`src/lccd_pkg.sv`:
```
package lccd_pkg;

    typedef enum logic [3:0] {
        ST_IDLE,
        ST_TERM,
        ST_SIN_Z2,
        ST_SIN_T1,
        ST_SIN_T2,
        ST_SIN_S,
        ST_ACC,
        ST_MAG,
        ST_SQX,
        ST_SQY,
        ST_DEN,
        ST_DIV,
        ST_UPDATE,
        ST_OUT
    } state_t;

    localparam int RANGE_W = 14;
    localparam int ANGLE_W = 16;
    localparam int INDEX_W = 12;
    localparam int CURV_W  = 32;
    localparam int ACC_W   = 40;
    localparam int NUM_W   = 72;
    localparam int DEN_W   = 28;

endpackage

```
`src/lccd_div.sv`:
```
// Restoring divider: one quotient bit per cycle.
module lccd_div
    import lccd_pkg::*;
(
    input  logic               clk,
    input  logic               rst_n,
    input  logic               start,
    input  logic [NUM_W-1:0]   numer,
    input  logic [DEN_W-1:0]   denom,
    output logic               busy,
    output logic               done,
    output logic [NUM_W-1:0]   quot
);

    localparam int CNT_W = $clog2(NUM_W + 1);

    logic [NUM_W-1:0] quot_reg, quot_next;
    logic [DEN_W:0]   rem_reg, rem_next;
    logic [DEN_W-1:0] den_reg, den_next;
    logic [CNT_W-1:0] cnt_reg, cnt_next;
    logic             busy_reg, busy_next;
    logic             done_reg, done_next;
    logic [DEN_W:0]   trial;
    logic [DEN_W+1:0] diff;

    always_comb
    begin
        quot_next = quot_reg;
        rem_next  = rem_reg;
        den_next  = den_reg;
        cnt_next  = cnt_reg;
        busy_next = busy_reg;
        done_next = 1'b0;
        trial = {rem_reg[DEN_W-1:0], quot_reg[NUM_W-1]};
        diff  = {1'b0, trial} - {2'b00, den_reg};
        if (start)
        begin
            quot_next = numer;
            rem_next  = '0;
            den_next  = denom;
            cnt_next  = CNT_W'(NUM_W);
            busy_next = 1'b1;
        end
        else if (busy_reg)
        begin
            if (!diff[DEN_W+1])
            begin
                rem_next  = diff[DEN_W:0];
                quot_next = {quot_reg[NUM_W-2:0], 1'b1};
            end
            else
            begin
                rem_next  = trial;
                quot_next = {quot_reg[NUM_W-2:0], 1'b0};
            end
            cnt_next = cnt_reg - 1'b1;
            if (cnt_reg == CNT_W'(1))
            begin
                busy_next = 1'b0;
                done_next = 1'b1;
            end
        end
    end

    always_ff @(posedge clk or negedge rst_n)
    begin
        if (!rst_n)
        begin
            busy_reg <= 1'b0;
            done_reg <= 1'b0;
            cnt_reg  <= '0;
        end
        else
        begin
            busy_reg <= busy_next;
            done_reg <= done_next;
            cnt_reg  <= cnt_next;
        end
    end

    always_ff @(posedge clk)
    begin
        quot_reg <= quot_next;
        rem_reg  <= rem_next;
        den_reg  <= den_next;
    end

    assign busy = busy_reg;
    assign done = done_reg;
    assign quot = quot_reg;

endmodule

```
`config.mk`:
```
export PLATFORM = sky130hd
export DESIGN_NAME = lccd_div
export DESIGN_NICKNAME = d
export VERILOG_FILES = /design/src/lccd_pkg.sv /design/src/lccd_div.sv
export SDC_FILE = /design/constraint.sdc
export NUM_CORES = 1
export LEC_CHECK = 0
export BUFFER_PORTS_ARGS = -buffer_cell sky130_fd_sc_hd__buf_2
export CAP_MARGIN = 20
export CORE_MARGIN = 1
export CORE_UTILIZATION = 54
export DETAILED_ROUTE_END_ITERATION = 8
export PLACE_DENSITY = 0.86
export SYNTH_ARGS = -nofsm -noshare
export SYNTH_HDL_FRONTEND = slang
export SYNTH_SLANG_ARGS = --single-unit
```
`constraint.sdc`:
```
create_clock -name clk -period 3.2 [get_ports clk]
set_input_delay 0.32 -clock clk [delete_from_list [all_inputs] [get_ports clk]]
set_output_delay 0.32 -clock clk [all_outputs]
set_load 0.05 [all_outputs]
```
==> run metrics <==
max FFs per register=72; Area Overhead vs Synth=23.3%; Max clock buf depth=2; f_max=330 MHz; vias per inst=5.61; Starting DRT DRC Count=349; critical-path cell list=inv_1, ha_1, o21a_1, o31a_1, o31ai_1, a21o_1, o311ai_4, nand2_4, buf_12, a211o_1, a311oi_1; crit end category=flop; Synth Area in Adders=0.0559; multiplexer area fraction after synthesis=0.139; most frequent cells in the layout=buf_2 (175), edfxtp_1 (100), mux2_2 (72), nor2_1 (44), inv_1 (36); clk_lat worst skew=roughly 0.42 ns; Synth top area share=0.424; first-pass GRT wire length=26,500 um; Synth Area in Simple Gates=0.0769; Comb pwr share=0.188; share of layout cells above drive strength 1=0.377; placed cell area=8140 sq um; worst slew pin tran=0.907 ns; register-to-register setup slack=0.17 ns; CP Class=flop to flop; xor/xnor share of the synthesized area=0.0347; vias in the first global route=5,394; area of the mapped netlist=7080 sq um; Internal=3.46 mW; maxcap violations=0; CTS tree=yes; IO Count=about 180; hold_sp=denom[25]; Setup Buffers After CTS=0; Syn Area/Cell=12.0 sq um; DRT Wirelength=17,200 um; Post-synth ARST share=0.0657; Critical Path Source Type=flop; most common cell after layout, fill and taps aside=buf_2; Sw Ratio=0.304; Yosys warnings=0; NumNets Final=around 900; slowest CP cell=o311ai_4; post-synthesis sequential area ratio=0.535; class of the worst hold path=input port to flop; post-synth net total=724; Initial Util=0.556; Leakage=roughly 4 nW; Area contributors post-synth=edfxtp_1 (42%), mux2_2 (11%), dfxtp_1 (7.9%); Compound-Gate Fraction of Synth Area=0.124; GRT Total Usage=0.261; RSZ-0062 raised after global routing=no; Clock Skew=0.0154 ns; CTS Sinks=137; RR Endpoint=rem_reg[3]; final worst-path cycle share=0.947; Num CTS Buffers=17; WHS Path Cells=1; cell area after layout=8720 sq um; post-synth top area cell=edfxtp_1; antenna violation net count after detailed routing=0; register bit total from synthesis=137; remaining global-route overflow=0; CP peak stage delay=0.42 ns; CTS H-tree lvls=4; Post-synth EDFFs=100; initial antenna violation count=0; post-synth cell types=54; Slew Limit Fails=0; die height=116 um; arrival time of the worst setup path=around 3.4 ns; Syn Inst Count=just under 600; port bufs=176; cells on worst reg2reg path=11; clock-pin slew on the worst setup and hold paths=0.06 ns; main combinational cell family by area after synthesis=multiplexers; Slew HR=0.395; Worst Path Required=3.52 ns; routed length per instance=18.1 um; worst hold endpoint=den_reg[25]; ys flop type=edfxtp_1; pwr/cell area=approximately 570 nW/um^2; Fillers=962; maximum fanout along the worst path=17; VDD IR-drop max=roughly 480 uV; Seq pwr share=0.435; die footprint=~14,000 sq um; # setup viols final=0; hpwl dp=12,300 um; outcome=finished clean; setup TNS=0 ns; fin crit period=a little over 3 ns; Fin. Hold Viols=0; CORE AREA=12,700 sq um; RR Startpoint=den_reg[2]; Clock power frac=0.377; P_sw=around 1.5 mW; Clk Tree Root Cell=clkbuf_16; Site Rows=41; first-pass iteration count of the detailed router=5; width of the chip=between 100 and 150 um; largest net degree at the start of global routing=73; DRC violations left=0; RePlAce Congestion=0.888; via count=between 5,000 and 6,000; n_diodes=0
-- layer usage --
layer  vias up  share of wire  global-route usage
li1       2560              -                   -
met1      2535           0.40               0.296
met2       230           0.51               0.453
met3        30          0.069              0.0778
met4         0          0.025               0.117
met5         -              0                   0
-- cell usage after synthesis, drive strengths merged, types with 2 or more instances --
master	number
dfxtp	28
o21bai	4
or2	2
buf	4
a21o	11
mux2	72
o31ai	7
xnor2	18
nand2	29
nor3b	3
o21ai	22
clkbuf	20
nor2b	4
a21boi	2
a311oi	4
dfrtp	9
o21a	7
o211a	2
edfxtp	100
mux2i	17
a211o	2
xor2	10
nor3	5
a211oi	18
inv	37
or3	2
nor4b	2
ha	30
a31oi	4
a21oi	30
o211ai	2
and2	6
and3	7
nand3	4
nor2	44
a41oi	6
nand4	6
-- what timing repair did --
| action | 4_1_cts | 5_1_grt |
|---|---|---|
| endpoints found under the hold margin | 9 | 0 |
| resized for setup | 0 | 2 |
| hold buffers | 1 | 0 |
| setup endpoints to repair | 0 | 2 |
-- how the worst max path moves through the flow --
stage	slack, ns	endpoint	cells past startpoint	startpoint
2_1_floorplan	0.34	rem_reg[16]	12	quot[71]
3_3_place_gp	0.35	rem_reg[3]	11	den_reg[2]
3_5_place_dp	0.18	rem_reg[3]	11	den_reg[2]
4_1_cts	0.16	rem_reg[3]	11	den_reg[2]
5_1_grt	0.05	rem_reg[3]	11	den_reg[2]
6_report	0.17	rem_reg[3]	11	den_reg[2]
-- power by group through the flow --
stage               clock network (mW)  logic [mW]  registers [mW]
floorplan                            0       0.315            2.54
global route                      1.98       0.984            2.18
finish                            1.87       0.935            2.16
CTS                               1.90       0.931            2.16
detailed placement                   0       0.923            2.19
global placement                     0       0.898            2.19
-- cell families after synthesis --
family,after synthesis
flip-flops,137
AO/OA/AOI/OAI,128
AND/OR/NAND/NOR,116
multiplexers,89
buffers and inverters,61
adder cells (fa/ha/maj),31
XOR/XNOR,28
-- metrics by stage --
stage                     utilization  setup slack, ns  total power, mW  hold slack (ns)  instances
after floorplan                     -            0.337             2.85           0.0244        590
after detailed placement        0.640            0.179             3.12            0.180        921
final                           0.686            0.170             4.97           0.0723        954
after CTS                       0.685            0.160             4.99           0.0559        954
after global routing            0.686           0.0480             5.14           0.0532        954
after global placement          0.640            0.347             3.08            0.173        921
-- area by class of cell --
type,instances,area (sq um),area share
Clock buffer,17,425,0.0488
Clock inverter,15,141,0.0162
Inverter,37,139,0.0159
Multi-Input combinational cell,392,3060,0.350
Sequential cell,137,3790,0.434
Tap cell,172,215,0.0247
Timing Repair Buffer,184,958,0.110
-- critical path: cells and delay by family (launching register included) --
family / cells / cell delay [ns]
AOI/OAI and AO/OA: 7 / 1.77
adders and majority gates: 1 / 0.37
buffers and inverters: 2 / 0.26
DFF: 1 / 0.33
and+or+nand+nor: 1 / 0.20
(Power assumes the default switching activity.)
